--- src/rtl/aiqb_pkg.sv ---
// ----------------------------------------------------------------------------
// aiqb_pkg
// Shared types and constants of the adaptive IQ balancer: the word formats,
// the register indexes and the control word that the sequencer ROM holds.
// ----------------------------------------------------------------------------
package aiqb_pkg;

  // Sample format, Q1.(SampleWidth-1).
  localparam int SampleWidth    = 16;
  // Default width of each weight part, Q3.(WeightWidth-3).
  localparam int WeightWidthDef = 32;

  // Gain and phase registers are Q2.14.
  localparam int CorrWidth = 16;
  localparam int CorrFrac  = 14;
  localparam int StepWidth = 4;
  // The leak shift is the step shift plus this many bits.
  localparam int LeakExtra = 20;

  // Sequencer program.
  localparam int PcWidth = 5;
  localparam int ProgLen = 26;

  // Configuration port.
  localparam int CfgIdxWidth  = 2;
  localparam int CfgDataWidth = 16;

  typedef enum logic [CfgIdxWidth-1:0] {
    CFG_PHASE = 2'd0,
    CFG_GAIN  = 2'd1,
    CFG_STEP  = 2'd2
  } cfg_idx_e;

  localparam logic signed [CorrWidth-1:0] PhaseReset = 16'sd0;
  localparam logic signed [CorrWidth-1:0] GainReset  = 16'sd16384;
  localparam logic [StepWidth-1:0]        StepReset  = 4'd2;

  typedef struct packed {
    logic signed [SampleWidth-1:0] in_i;
    logic signed [SampleWidth-1:0] in_q;
  } sample_in_t;

  typedef struct packed {
    logic signed [SampleWidth-1:0] out_i;
    logic signed [SampleWidth-1:0] out_q;
  } sample_out_t;

  // First multiplier operand. MA_NONE leaves the product register alone.
  typedef enum logic [2:0] {
    MA_NONE,
    MA_XI,
    MA_WR_LO,
    MA_WR_HI,
    MA_WI_LO,
    MA_WI_HI,
    MA_YR,
    MA_YI
  } mul_a_e;

  // Second multiplier operand.
  typedef enum logic [2:0] {
    MB_GAIN,
    MB_PHASE,
    MB_AI,
    MB_AQ,
    MB_YR,
    MB_YI
  } mul_b_e;

  // Accumulator operation, working on the product of the previous step.
  typedef enum logic [3:0] {
    AO_NOP,
    AO_LD_P,
    AO_ADD_P,
    AO_SUB_P,
    AO_ADD_PH,
    AO_SUB_PH,
    AO_LD_CORR,
    AO_LD_CORR_XQ,
    AO_FIN_YR,
    AO_FIN_YI,
    AO_LD_P2,
    AO_LEAK_R,
    AO_LEAK_I,
    AO_SUB_TW_R,
    AO_SUB_TW_I
  } acc_op_e;

  // Register that takes the accumulator at the end of the step.
  typedef enum logic [3:0] {
    DS_NONE,
    DS_AI,
    DS_AQ,
    DS_YR,
    DS_YI,
    DS_SQR,
    DS_SQI,
    DS_WR,
    DS_WI
  } dst_e;

  // How the step counter moves on.
  typedef enum logic [1:0] {
    SQ_NEXT,
    SQ_WAIT_IN,
    SQ_WAIT_OUT,
    SQ_END
  } seq_e;

  typedef struct packed {
    mul_a_e  ma;
    mul_b_e  mb;
    acc_op_e aop;
    dst_e    dst;
    seq_e    seq;
  } ctrl_t;

endpackage

--- src/rtl/adaptive_iq_balancer_top.sv ---
// ----------------------------------------------------------------------------
// adaptive_iq_balancer_top
// IQ imbalance correction: fixed gain and phase correction followed by an
// adaptive complex weight trained by leaky LMS, run by a microcoded sequencer.
// ----------------------------------------------------------------------------
//
//   channel  direction  handshake               word
//   in       input      in_valid_i / in_stall_o  in_data_i   (in_i, in_q)
//   out      output     out_valid_o / out_stall_i out_data_o (out_i, out_q)
//   cfg      input      cfg_valid_i / cfg_ready_o cfg_index_i, cfg_data_i
//
// A word is accepted on the idle step and 25 working steps follow, so a new
// word is taken only once the sequencer is back on its idle step. The result
// enters the output register at the end of step 17; if the output register
// is still occupied then, the sequencer holds at that step and the word takes
// longer. The pace is set by the single shared multiplier and accumulator:
// every product of the correction, the weight product and the weight update
// passes through them in turn. Reset clears the sequencer, the handshake
// state and the weight and sets the correction registers to their reset
// values; no clearing pass is needed. A stall on the output holds the word in
// the output register; the sequencer finishes its weight update once the
// result has moved into it.
//
module adaptive_iq_balancer_top #(
  parameter int WeightWidth = aiqb_pkg::WeightWidthDef
) (
  input  logic                                   clk_i,
  input  logic                                   rst_ni,
  input  logic                                   in_valid_i,
  output logic                                   in_stall_o,
  input  aiqb_pkg::sample_in_t                   in_data_i,
  output logic                                   out_valid_o,
  input  logic                                   out_stall_i,
  output aiqb_pkg::sample_out_t                  out_data_o,
  input  logic                                   cfg_valid_i,
  output logic                                   cfg_ready_o,
  input  logic [aiqb_pkg::CfgIdxWidth-1:0]       cfg_index_i,
  input  logic [aiqb_pkg::CfgDataWidth-1:0]      cfg_data_i
);
  import aiqb_pkg::*;

  // Sequencer program. Each step may start one product, fold the previous
  // product into the accumulator and park the accumulator in a register.
  // Steps 0..4   : capture, gain and phase correction.
  // Steps 4..10  : real part of w * conj(adj), then yr.
  // Steps 10..16 : imaginary part, then yi; y squared starts.
  // Step 17      : hand the result to the output register.
  // Steps 18..25 : y squared and the leaky update of both weight parts.
  localparam ctrl_t Ucode [2**PcWidth] = '{
    '{MA_NONE,  MB_GAIN,  AO_NOP,        DS_NONE, SQ_WAIT_IN},
    '{MA_XI,    MB_GAIN,  AO_NOP,        DS_NONE, SQ_NEXT},
    '{MA_XI,    MB_PHASE, AO_LD_CORR,    DS_NONE, SQ_NEXT},
    '{MA_NONE,  MB_GAIN,  AO_LD_CORR_XQ, DS_AI,   SQ_NEXT},
    '{MA_WR_LO, MB_AI,    AO_NOP,        DS_AQ,   SQ_NEXT},
    '{MA_WI_LO, MB_AQ,    AO_LD_P,       DS_NONE, SQ_NEXT},
    '{MA_WR_HI, MB_AI,    AO_ADD_P,      DS_NONE, SQ_NEXT},
    '{MA_WI_HI, MB_AQ,    AO_ADD_PH,     DS_NONE, SQ_NEXT},
    '{MA_NONE,  MB_GAIN,  AO_ADD_PH,     DS_NONE, SQ_NEXT},
    '{MA_NONE,  MB_GAIN,  AO_FIN_YR,     DS_NONE, SQ_NEXT},
    '{MA_WI_LO, MB_AI,    AO_NOP,        DS_YR,   SQ_NEXT},
    '{MA_WR_LO, MB_AQ,    AO_LD_P,       DS_NONE, SQ_NEXT},
    '{MA_WI_HI, MB_AI,    AO_SUB_P,      DS_NONE, SQ_NEXT},
    '{MA_WR_HI, MB_AQ,    AO_ADD_PH,     DS_NONE, SQ_NEXT},
    '{MA_YR,    MB_YR,    AO_SUB_PH,     DS_NONE, SQ_NEXT},
    '{MA_NONE,  MB_GAIN,  AO_FIN_YI,     DS_NONE, SQ_NEXT},
    '{MA_NONE,  MB_GAIN,  AO_LD_P,       DS_YI,   SQ_NEXT},
    '{MA_NONE,  MB_GAIN,  AO_NOP,        DS_NONE, SQ_WAIT_OUT},
    '{MA_YI,    MB_YI,    AO_NOP,        DS_NONE, SQ_NEXT},
    '{MA_YR,    MB_YI,    AO_SUB_P,      DS_NONE, SQ_NEXT},
    '{MA_NONE,  MB_GAIN,  AO_LD_P2,      DS_SQR,  SQ_NEXT},
    '{MA_NONE,  MB_GAIN,  AO_LEAK_R,     DS_SQI,  SQ_NEXT},
    '{MA_NONE,  MB_GAIN,  AO_SUB_TW_R,   DS_NONE, SQ_NEXT},
    '{MA_NONE,  MB_GAIN,  AO_LEAK_I,     DS_WR,   SQ_NEXT},
    '{MA_NONE,  MB_GAIN,  AO_SUB_TW_I,   DS_NONE, SQ_NEXT},
    '{MA_NONE,  MB_GAIN,  AO_NOP,        DS_WI,   SQ_END},
    '{MA_NONE,  MB_GAIN,  AO_NOP,        DS_NONE, SQ_END},
    '{MA_NONE,  MB_GAIN,  AO_NOP,        DS_NONE, SQ_END},
    '{MA_NONE,  MB_GAIN,  AO_NOP,        DS_NONE, SQ_END},
    '{MA_NONE,  MB_GAIN,  AO_NOP,        DS_NONE, SQ_END},
    '{MA_NONE,  MB_GAIN,  AO_NOP,        DS_NONE, SQ_END},
    '{MA_NONE,  MB_GAIN,  AO_NOP,        DS_NONE, SQ_END}
  };

  logic [PcWidth-1:0]          pc_d, pc_q;
  ctrl_t                       ctrl;
  logic                        in_acc;
  logic                        out_free;
  logic                        out_load;
  logic                        out_valid_d, out_valid_q;
  sample_out_t                 out_q;
  sample_out_t                 y;
  logic signed [CorrWidth-1:0] phase_q, gain_q;
  logic [StepWidth-1:0]        step_shift_q;

  assign ctrl = Ucode[pc_q];

  // A new word is taken only while the sequencer sits on its idle step.
  assign in_stall_o = (ctrl.seq != SQ_WAIT_IN);
  assign in_acc     = in_valid_i && !in_stall_o;

  // The result register is free when empty or being emptied this cycle.
  assign out_free = !out_valid_q || !out_stall_i;
  assign out_load = (ctrl.seq == SQ_WAIT_OUT) && out_free;

  always_comb begin
    pc_d = pc_q;
    case (ctrl.seq)
      SQ_NEXT: begin
        pc_d = pc_q + PcWidth'(1);
      end
      SQ_WAIT_IN: begin
        if (in_acc) begin
          pc_d = pc_q + PcWidth'(1);
        end
      end
      SQ_WAIT_OUT: begin
        if (out_free) begin
          pc_d = pc_q + PcWidth'(1);
        end
      end
      SQ_END: begin
        pc_d = '0;
      end
      default: begin
        pc_d = '0;
      end
    endcase
  end

  assign out_valid_d = out_load || (out_valid_q && out_stall_i);

  always_ff @(posedge clk_i or negedge rst_ni) begin
    if (!rst_ni) begin
      pc_q        <= '0;
      out_valid_q <= 1'b0;
    end else begin
      pc_q        <= pc_d;
      out_valid_q <= out_valid_d;
    end
  end

  always_ff @(posedge clk_i) begin
    if (out_load) begin
      out_q <= y;
    end
  end

  // Configuration registers. Writes to an index outside the list are taken
  // and dropped.
  assign cfg_ready_o = 1'b1;

  always_ff @(posedge clk_i or negedge rst_ni) begin
    if (!rst_ni) begin
      phase_q      <= PhaseReset;
      gain_q       <= GainReset;
      step_shift_q <= StepReset;
    end else if (cfg_valid_i && cfg_ready_o) begin
      case (cfg_index_i)
        CFG_PHASE: phase_q      <= cfg_data_i[CorrWidth-1:0];
        CFG_GAIN:  gain_q       <= cfg_data_i[CorrWidth-1:0];
        CFG_STEP:  step_shift_q <= cfg_data_i[StepWidth-1:0];
        default:   ;
      endcase
    end
  end

  aiqb_datapath #(
    .WeightWidth (WeightWidth)
  ) u_datapath (
    .clk_i        (clk_i),
    .rst_ni       (rst_ni),
    .ctrl_i       (ctrl),
    .in_load_i    (in_acc),
    .in_data_i    (in_data_i),
    .phase_i      (phase_q),
    .gain_i       (gain_q),
    .step_shift_i (step_shift_q),
    .y_o          (y)
  );

  assign out_valid_o = out_valid_q;
  assign out_data_o  = out_q;

  // The sequencer never runs past the end of its program.
  a_pc_in_program: assert property (@(posedge clk_i) disable iff (!rst_ni)
    pc_q < PcWidth'(ProgLen))
    else $error("sequencer step beyond program");

  // An accepted word starts the program at its first working step.
  a_start_after_accept: assert property (@(posedge clk_i) disable iff (!rst_ni)
    in_acc |=> pc_q == PcWidth'(1))
    else $error("sequencer did not start after accepting a word");

  // A result appears only after the result step of the program.
  a_out_from_emit: assert property (@(posedge clk_i) disable iff (!rst_ni)
    $rose(out_valid_q) |-> $past(ctrl.seq == SQ_WAIT_OUT))
    else $error("result appeared outside the result step");

  // While the output is blocked, the sequencer holds at the result step.
  a_hold_on_block: assert property (@(posedge clk_i) disable iff (!rst_ni)
    (ctrl.seq == SQ_WAIT_OUT && out_valid_q && out_stall_i) |=> $stable(pc_q))
    else $error("sequencer moved past a blocked result");

endmodule

--- src/rtl/aiqb_datapath.sv ---
// ----------------------------------------------------------------------------
// aiqb_datapath
// Shared multiplier, product register, accumulator and working registers of
// the balancer, steered one control word at a time by the sequencer.
// ----------------------------------------------------------------------------
module aiqb_datapath #(
  parameter int WeightWidth = aiqb_pkg::WeightWidthDef
) (
  input  logic                                    clk_i,
  input  logic                                    rst_ni,
  input  aiqb_pkg::ctrl_t                         ctrl_i,
  input  logic                                    in_load_i,
  input  aiqb_pkg::sample_in_t                    in_data_i,
  input  logic signed [aiqb_pkg::CorrWidth-1:0]   phase_i,
  input  logic signed [aiqb_pkg::CorrWidth-1:0]   gain_i,
  input  logic        [aiqb_pkg::StepWidth-1:0]   step_shift_i,
  output aiqb_pkg::sample_out_t                   y_o
);
  import aiqb_pkg::*;

  localparam int Sw      = SampleWidth;
  localparam int AdjW    = Sw + 3;
  localparam int YW      = AdjW + 4;
  localparam int LoW     = WeightWidth / 2;
  localparam int HiW     = WeightWidth - LoW;
  localparam int FracW   = WeightWidth - 3;
  localparam int MulW0   = (YW > LoW + 1) ? YW : LoW + 1;
  localparam int MulW1   = (MulW0 > HiW) ? MulW0 : HiW;
  localparam int MulW    = (MulW1 > CorrWidth) ? MulW1 : CorrWidth;
  localparam int PW      = 2 * MulW;
  localparam int SqW     = 2 * YW + 1;
  localparam int NetBase = 2 * (Sw - 1) - FracW;
  localparam int LshMax  = (NetBase < 0) ? -NetBase : 0;
  localparam int AccW0   = WeightWidth + AdjW + 1;
  localparam int AccW1   = SqW + LshMax + 2;
  localparam int AccW    = (AccW0 > AccW1) ? AccW0 : AccW1;

  logic signed [Sw-1:0]          xi_q, xq_q;
  logic signed [AdjW-1:0]        ai_q, aq_q;
  logic signed [YW-1:0]          yr_q, yi_q;
  logic signed [SqW-1:0]         sqr_q, sqi_q;
  logic signed [WeightWidth-1:0] wr_q, wi_q;
  logic signed [MulW-1:0]        mul_a, mul_b;
  logic signed [PW-1:0]          mul_p, prod_q;
  logic signed [AccW-1:0]        acc_d, acc_q;
  logic signed [AccW-1:0]        tw_r, tw_i;
  logic signed [7:0]             net;
  logic        [6:0]             net_mag;
  logic        [5:0]             leak_sh;

  function automatic logic signed [WeightWidth-1:0] sat_w(logic signed [AccW-1:0] v);
    logic [AccW-WeightWidth:0] top;
    top = v[AccW-1:WeightWidth-1];
    if (&top || ~|top) begin
      sat_w = v[WeightWidth-1:0];
    end else if (v[AccW-1]) begin
      sat_w = {1'b1, {(WeightWidth-1){1'b0}}};
    end else begin
      sat_w = {1'b0, {(WeightWidth-1){1'b1}}};
    end
  endfunction

  function automatic logic signed [Sw-1:0] sat_y(logic signed [YW-1:0] v);
    logic [YW-Sw:0] top;
    top = v[YW-1:Sw-1];
    if (&top || ~|top) begin
      sat_y = v[Sw-1:0];
    end else if (v[YW-1]) begin
      sat_y = {1'b1, {(Sw-1){1'b0}}};
    end else begin
      sat_y = {1'b0, {(Sw-1){1'b1}}};
    end
  endfunction

  // Multiplier operands. Weights are split into an unsigned low half and a
  // signed high half so that the multiplier stays narrow.
  always_comb begin
    case (ctrl_i.ma)
      MA_XI:    mul_a = MulW'(xi_q);
      MA_WR_LO: mul_a = MulW'($signed({1'b0, wr_q[LoW-1:0]}));
      MA_WR_HI: mul_a = MulW'($signed(wr_q[WeightWidth-1:LoW]));
      MA_WI_LO: mul_a = MulW'($signed({1'b0, wi_q[LoW-1:0]}));
      MA_WI_HI: mul_a = MulW'($signed(wi_q[WeightWidth-1:LoW]));
      MA_YR:    mul_a = MulW'(yr_q);
      MA_YI:    mul_a = MulW'(yi_q);
      default:  mul_a = '0;
    endcase
  end

  always_comb begin
    case (ctrl_i.mb)
      MB_GAIN:  mul_b = MulW'(gain_i);
      MB_PHASE: mul_b = MulW'(phase_i);
      MB_AI:    mul_b = MulW'(ai_q);
      MB_AQ:    mul_b = MulW'(aq_q);
      MB_YR:    mul_b = MulW'(yr_q);
      MB_YI:    mul_b = MulW'(yi_q);
      default:  mul_b = '0;
    endcase
  end

  assign mul_p = mul_a * mul_b;

  // The squared output is brought to the weight format with the step size
  // folded in; the net shift goes left when the weight has more fraction bits.
  assign net     = 8'(NetBase) + 8'(step_shift_i);
  assign net_mag = net[7] ? 7'(-net) : net[6:0];
  assign leak_sh = 6'(step_shift_i) + 6'(LeakExtra);
  assign tw_r    = net[7] ? (AccW'(sqr_q) <<< net_mag) : (AccW'(sqr_q) >>> net_mag);
  assign tw_i    = net[7] ? (AccW'(sqi_q) <<< net_mag) : (AccW'(sqi_q) >>> net_mag);

  always_comb begin
    case (ctrl_i.aop)
      AO_NOP:        acc_d = acc_q;
      AO_LD_P:       acc_d = AccW'(prod_q);
      AO_ADD_P:      acc_d = acc_q + AccW'(prod_q);
      AO_SUB_P:      acc_d = acc_q - AccW'(prod_q);
      AO_ADD_PH:     acc_d = acc_q + (AccW'(prod_q) <<< LoW);
      AO_SUB_PH:     acc_d = acc_q - (AccW'(prod_q) <<< LoW);
      AO_LD_CORR:    acc_d = AccW'(prod_q >>> CorrFrac);
      AO_LD_CORR_XQ: acc_d = AccW'(xq_q) + AccW'(prod_q >>> CorrFrac);
      AO_FIN_YR:     acc_d = AccW'(ai_q) + (acc_q >>> FracW);
      AO_FIN_YI:     acc_d = AccW'(aq_q) + (acc_q >>> FracW);
      AO_LD_P2:      acc_d = AccW'(prod_q) <<< 1;
      AO_LEAK_R:     acc_d = AccW'(wr_q) - AccW'(wr_q >>> leak_sh);
      AO_LEAK_I:     acc_d = AccW'(wi_q) - AccW'(wi_q >>> leak_sh);
      AO_SUB_TW_R:   acc_d = acc_q - tw_r;
      AO_SUB_TW_I:   acc_d = acc_q - tw_i;
      default:       acc_d = acc_q;
    endcase
  end

  always_ff @(posedge clk_i) begin
    if (in_load_i) begin
      xi_q <= in_data_i.in_i;
      xq_q <= in_data_i.in_q;
    end
    if (ctrl_i.ma != MA_NONE) begin
      prod_q <= mul_p;
    end
    acc_q <= acc_d;
    case (ctrl_i.dst)
      DS_AI:   ai_q  <= acc_q[AdjW-1:0];
      DS_AQ:   aq_q  <= acc_q[AdjW-1:0];
      DS_YR:   yr_q  <= acc_q[YW-1:0];
      DS_YI:   yi_q  <= acc_q[YW-1:0];
      DS_SQR:  sqr_q <= acc_q[SqW-1:0];
      DS_SQI:  sqi_q <= acc_q[SqW-1:0];
      default: ;
    endcase
  end

  // The weight is the only state that survives from item to item.
  always_ff @(posedge clk_i or negedge rst_ni) begin
    if (!rst_ni) begin
      wr_q <= '0;
      wi_q <= '0;
    end else begin
      if (ctrl_i.dst == DS_WR) begin
        wr_q <= sat_w(acc_q);
      end
      if (ctrl_i.dst == DS_WI) begin
        wi_q <= sat_w(acc_q);
      end
    end
  end

  assign y_o.out_i = sat_y(yr_q);
  assign y_o.out_q = sat_y(yi_q);

endmodule
--- config.mk ---
export PLATFORM = sky130hd
export DESIGN_NAME = adaptive_iq_balancer_top
export DESIGN_NICKNAME = d
export VERILOG_FILES = /design/src/rtl/aiqb_pkg.sv /design/src/rtl/adaptive_iq_balancer_top.sv /design/src/rtl/aiqb_datapath.sv
export SDC_FILE = /design/constraint.sdc
export NUM_CORES = 2
export LEC_CHECK = 0
export BUFFER_PORTS_ARGS = -buffer_cell sky130_fd_sc_hd__buf_2
export CELL_PAD_IN_SITES_DETAIL_PLACEMENT = 1
export CELL_PAD_IN_SITES_GLOBAL_PLACEMENT = 1
export CORE_ASPECT_RATIO = 1.2
export CORE_MARGIN = 5
export CORE_UTILIZATION = 40
export CTS_BUF_LIST = sky130_fd_sc_hd__clkbuf_8
export CTS_CLUSTER_DIAMETER = 40
export DETAILED_ROUTE_END_ITERATION = 16
export PLACE_DENSITY = 0.64
export RECOVER_POWER = 100
export SETUP_SLACK_MARGIN = 0.2
export SYNTH_ARGS = -nofsm -noshare
export SYNTH_HDL_FRONTEND = slang
export SYNTH_SLANG_ARGS = --single-unit
export TNS_END_PERCENT = 50
--- constraint.sdc ---
create_clock -name clk_i -period 29.9 [get_ports clk_i]
set_input_delay 5.98 -clock clk_i [delete_from_list [all_inputs] [get_ports clk_i]]
set_output_delay 5.98 -clock clk_i [all_outputs]
set_load 0.005 [all_outputs]
Word-level counts from Yosys, hierarchy flattened
Memories as Yosys holds them, arrays and structs flattened.
Index checks and enable logic that the tools add are counted.

storage, ports and cells
  memory bits (writable) = 0
  register bits after elaboration = 446
  bits in read-only memories = 512
  word-level logic and storage cells = 132
  input port bits = 55
  memories kept = 1
  output and inout bits = 35
  latch bits = 0

cells by class
  reductions and logical operators = 29
  equal/unequal tests = 42
  divide/modulo/power cells = 0
  mux-type cells = 17
  shift operators = 6
  order comparisons = 1
  bitwise logic cells = 1
  multipliers = 1
  add/subtract/negate cells = 15

memories
  memory            depth  bits a word  read ports  clocked after Yosys merged registers in  write ports  RTL line                        RTL
  (name not given)  32     16           1           0                                        0            adaptive_iq_balancer_top.sv:95  assign ctrl = Ucode[pc_q];

operators by type and width
  kind                  number
  $pmux W52 S14         1
  $pmux W23 S7          1
  $sub A52 B52 Y52      3
  $pmux W23 S6          1
  $mux W52              2
  $sshl A47 B7 Y52      2
  $sshr A32 B6 Y52      2
  $sshr A47 B7 Y52      2
  $sub A32 B52 Y52      2
  $mux W16              6
  $mux W32              2
  $add A52 B46 Y52      1
  $add A52 B52 Y52      1
  $sub A52 B46 Y52      1
  $add A19 B23 Y24      2
  $mul A23 B23 Y46      1
  $add A16 B32 Y33      1
  $eq A4 B3 Y1 const B  8
  $eq A4 B4 Y1 const B  8
  $reduce_and A21 Y1    1
  $reduce_or A21 Y1     1
  $pmux W5 S4           1
  $eq A3 B3 Y1 const B  6
  $eq A4 B2 Y1 const B  4
  other kinds (25)      52

Depth between registers and ports, before layout
  word-level depth = 9
  gate-level depth with buffers = 43
  mapped depth without buffers = 39

Cells and area by module
From an unflattened synthesis, not the netlist that was laid out.

second synthesis, totals
  cells, all modules = 6136
  area, all modules = 55953.7 um^2

by module, submodules not included
  module                    sequential area each (um^2)  times used  area each (um^2)  cells each
  aiqb_datapath             10850.4                      1           52780.6           5918
  adaptive_iq_balancer_top  2014.4                       1           3173.0            218

Least setup slack after synthesis
Ideal clock, no wire load.

  path type = flip-flop to flip-flop
  start point = reg pc_q[0]
  end point = reg u_datapath.prod_q[42] (data pin)
  setup slack = 20.047 ns
  data arrival time = 9.592 ns
  required time = 29.639 ns
  cell stages (with the launch flop) = 41
  path through = dfrtp_1 > clkbuf_1 > inv_1 > ha_1 > clkbuf_1 > mux2i_1 > nor2_1 > a21oi_1 > o22ai_1 > nor4_1 > clkbuf_1 > a222oi_1 > nand2_1 > a221o_1 > clkbuf_1 > nand2_1 > fa_1 > inv_1 > [... 5 more ...] > fa_1 > fa_1 > inv_1 > fa_1 > inv_1 > ha_1 > a21o_1 > a21o_1 > a21oi_1 > o21bai_1 > a221o_1 > o2111ai_1 > a21boi_0 > o21ai_0 > a21oi_1 > o21ai_0 > nor3_1 > a311o_1

on the way
  longest elaborated chain between the ends = 7

RTL lines
  element                                              RTL line                                  RTL
  start: declaration                                   adaptive_iq_balancer_top.sv:84            logic [PcWidth-1:0] pc_d, pc_q;
  start signal: assignment                             adaptive_iq_balancer_top.sv:137           pc_q <= pc_d;
  $not A5 Y6 (not written as such) (*)                 adaptive_iq_balancer_top.sv:95
  $mem_v2 Z32 W16 (*)                                  n/a
  $mux W16 (not written as such) (*) (2 in series)     adaptive_iq_balancer_top.sv:95
  $eq A3 B3 Y1, or another cell as far along           aiqb_datapath.sv:78                       case (ctrl_i.ma)
  $pmux W23 S7 / $pmux W23 S6 (equally long branches)  aiqb_datapath.sv:78, aiqb_datapath.sv:91
  $mul A23 B23 Y46 (*)                                 aiqb_datapath.sv:102                      assign mul_p = mul_a * mul_b;
  net u_datapath.mul_p[42]                             aiqb_datapath.sv:44                       logic signed [PW-1:0] mul_p, prod_q;
  end signal: assignment                               aiqb_datapath.sv:139                      prod_q <= mul_p;
  end: declaration                                     aiqb_datapath.sv:44

Mark *: on every way through the listed nets, which the timed path passes. The rest lies on a longest branch. The select of a mux whose other input is x is not followed.
A chain may end at the register's enable or synchronous reset.

Final worst setup path
  start point = reg pc_q[2]
  end point = reg u_datapath.prod_q[42] (data pin)

Same word-level chain as after synthesis.

==> results.yml <==
status:
  outcome: "finished, violations left"
  violations: "capacitance limit, slew limit"
drt:
  first_pass_iters: 8
  drcViolationCount: 0
  drtIter0Drc: 4310
  wl_per_cell_microns: 31.2
  routed-via-count: 49000
  ant_nets: 0
  routed_wl_microns: 249000
  routed_via_density: 6.12
placed_design:
  io_buffer_count: 88
  place_area_sq_um: 58600
  dp_hpwl_microns: 199000
  gp_congestion: 1.03
worst_setup_path:
  worst-r2r-setup-slack_ns: 16.60
  startpoint_type: "flip-flop"
  crit_buf_inv: 7
  reg2reg_depth: 33
  crit_type: "reg -> reg"
  crit_arrival_ns: 13.80
  cpMostUsedCell: "fa_1"
  crit_path_max_incr_delay_ns: 1.42
  cp_slowest_cell: "clkbuf_1"
  cp-end-kind: "flip-flop"
  timing.rr.end: "u_datapath.prod_q[42]$_DFFE_PP_"
  critPathTopFamily: "buffers and inverters"
  critPathMaxFanout: 38
  r2r-start: "pc_q[2]$_DFFE_PN0P_"
  worstPathRequired_ns: 30.39
  cp-endpoint: "u_datapath.prod_q[42]$_DFFE_PP_"
  critPathLaunch: "pc_q[2]$_DFFE_PN0P_"
  path_depth: 33
clocking:
  h-tree-depth: 3
  numCtsBuffers: 95
  clock_latency_ns: 0.87
  cts.clk_slew.worst_paths_ns: 0.07
  postCtsSetupRepairBufs: 0
  postCtsResizedCells: 0
  hold_buffers: 0
  cts_tree: "yes"
  cts.path.max_buffers: 3
  cts_root_buffer: "clkbuf_8"
  cts_sinks: 446
synth:
  synthArstFlopShare: 0.238
  synth_top_area_cell: "fa_1"
  syn-num-nets: 7071
  ys_ff_latch: 446
  synth_edf_count: 340
  synth_top_area_frac: 0.206
  avgSynthCellArea_sq_um: 9.16
  synth_area_sq_um: 55700
  synth.most_common_cell: "nand2_1"
  synth_common_cells: "nand2_1 (748), inv_1 (706), fa_1 (572)"
  synth-seq-area-share: 0.231
  synth_area_leaders: "fa_1 (21%), edfxtp_1 (18%), ha_1 (8.2%)"
  synth_cell_types: 99
  ys.flop_type: "edfxtp_1"
  syn_inst: 6078
  yosys_warnings: 0
timing:
  slew_headroom: -1.43
  tns_ns: 0
  tightest_slew_ns: 3.65
  clock.fmax_mhz: 75.2
  finalCritPeriodShare: 0.445
  finalSetupViolations: 0
  rsz0062_at_grt: "no"
  drv_slew: 719
  period_needed_ns: 13.30
  skew_ns: 0.127
  final_hold_viol_count: 0
die:
  dieArea_sq_um: 147000
  placementRows: 150
  core_sq_um: 139000
  die_h_microns: 419
  top_level_ports: 90
  fp.dieW_microns: 351
  initial_utilization: 0.401
job:
  drv_cap: 18
finish:
  drive_above_1_share: 0.0771
  n_fill_cell: 16100
  area_growth_pct: 8.84
  nets: 7088
  final_area_sq_um: 60600
global_routing:
  grt_overflow: 0
  grt_max_degree: 67
  antenna_found_initial: 11
  grt_util_all_layers: 0.335
  grt_pass1_vias: 51600
  grt_pass1_wl_microns: 358000
hold_path:
  min_path_type: "reg -> reg"
sequential cells by signal, indices dropped and copies added, names as in the netlist:
| signal | count |
|---|---|
| gain_q | 16 |
| out_data_o | 32 |
| out_valid_o | 1 |
| pc_q | 5 |
| phase_q | 16 |
| step_shift_q | 4 |
| u_datapath.acc_q | 52 |
| u_datapath.ai_q | 19 |
| u_datapath.aq_q | 19 |
| u_datapath.prod_q | 46 |
| u_datapath.sqi_q | 47 |
| u_datapath.sqr_q | 47 |
| u_datapath.wi_q | 32 |
| u_datapath.wr_q | 32 |
| u_datapath.xi_q | 16 |
| u_datapath.xq_q | 16 |
| u_datapath.yi_q | 23 |
| u_datapath.yr_q | 23 |
metrics by stage:
stage,cells,setup WS (ns),util,hold WS [ns]
after floorplan,6078,20.05,-,0.478
after global placement,7822,18.75,0.422,0.493
after detailed placement,7822,18.55,0.422,0.494
after CTS,8000,18.41,0.438,0.509
after global routing,8001,16.01,0.436,0.531
final,8006,16.60,0.436,0.508
worst reg2reg max path: cells and delay by family, from the launching register on:
kind,cells,cell delay [ns]
compound gates,13,3.74
fa+ha+maj,8,3.36
buf+inv,7,3.86
flops,1,0.91
simple gates,5,1.05
per-layer routing:
layer,track usage,routed length [microns],vias to the layer above
met5,0,0,-
met4,0.214,19800,0
met3,0.0587,17600,662
met2,0.552,116000,1969
met1,0.407,95700,25200
li1,-,-,21100
area by class of cell:
cell class,count,area [sq um],share of cell area
flip-flops and latches,446,12900,0.212
repair buffers,227,1290,0.0213
multi-input cells,4614,39300,0.648
diodes,6,15.0,0.000248
inverters,711,2670,0.0440
clock buffers,98,1350,0.0223
clock inverters,80,871,0.0144
well taps,1824,2280,0.0377
placed cells by master (no fill, tap or decap), types with 55 or more instances in the layout:
cell type and instances:
ha_1 366, buf_4 103, nand2b_1 55, nand2_1 748, edfxtp_1 340, nand3_1 72
clkbuf_1 80, o21ai_0 254, xor2_1 124, fa_1 572, mux2i_1 270, inv_1 736
dfrtp_1 102, a221oi_1 61, clkbuf_8 98, xnor2_1 160, a21oi_1 353, mux2_2 57
nor2_1 465, a21o_1 158
kinds of logic (layout without fill, tap and decap cells):
group                    count (synthesis)  in the layout  share of synthesized area
other                                    1              7                  0.0000674
XOR/XNOR                               289            289                     0.0456
AND/OR/NAND/NOR                       1661           1661                      0.132
AO/OA/AOI/OAI                         1374           1374                      0.165
multiplexers                           351            351                     0.0696
buffers and inverters                 1018           1116                     0.0693
flip-flops                             446            446                      0.231
adder cells (fa/ha/maj)                938            938                      0.288
worst min-delay path by stage:
| stage | from | end | slack [ns] | cells past startpoint |
|---|---|---|---|---|
| 3_3_place_gp | gain_q[13]$_DFFE_PN0P_ | gain_q[13]$_DFFE_PN0P_ | 0.49 | 1 |
| 4_1_cts | gain_q[15]$_DFFE_PN0P_ | gain_q[15]$_DFFE_PN0P_ | 0.51 | 1 |
| 5_1_grt | gain_q[6]$_DFFE_PN0P_ | gain_q[6]$_DFFE_PN0P_ | 0.53 | 1 |
| 6_report | gain_q[13]$_DFFE_PN0P_ | gain_q[13]$_DFFE_PN0P_ | 0.51 | 1 |
| 3_5_place_dp | gain_q[15]$_DFFE_PN0P_ | gain_q[15]$_DFFE_PN0P_ | 0.49 | 1 |
| 2_1_floorplan | u_datapath.wi_q[10]$_DFFE_PN0N_ | u_datapath.wi_q[10]$_DFFE_PN0N_ | 0.48 | 2 |
Power is left out: the tool's default activity adds up to more than one toggle a clock period on the data nets, which glitch-free logic cannot reach.
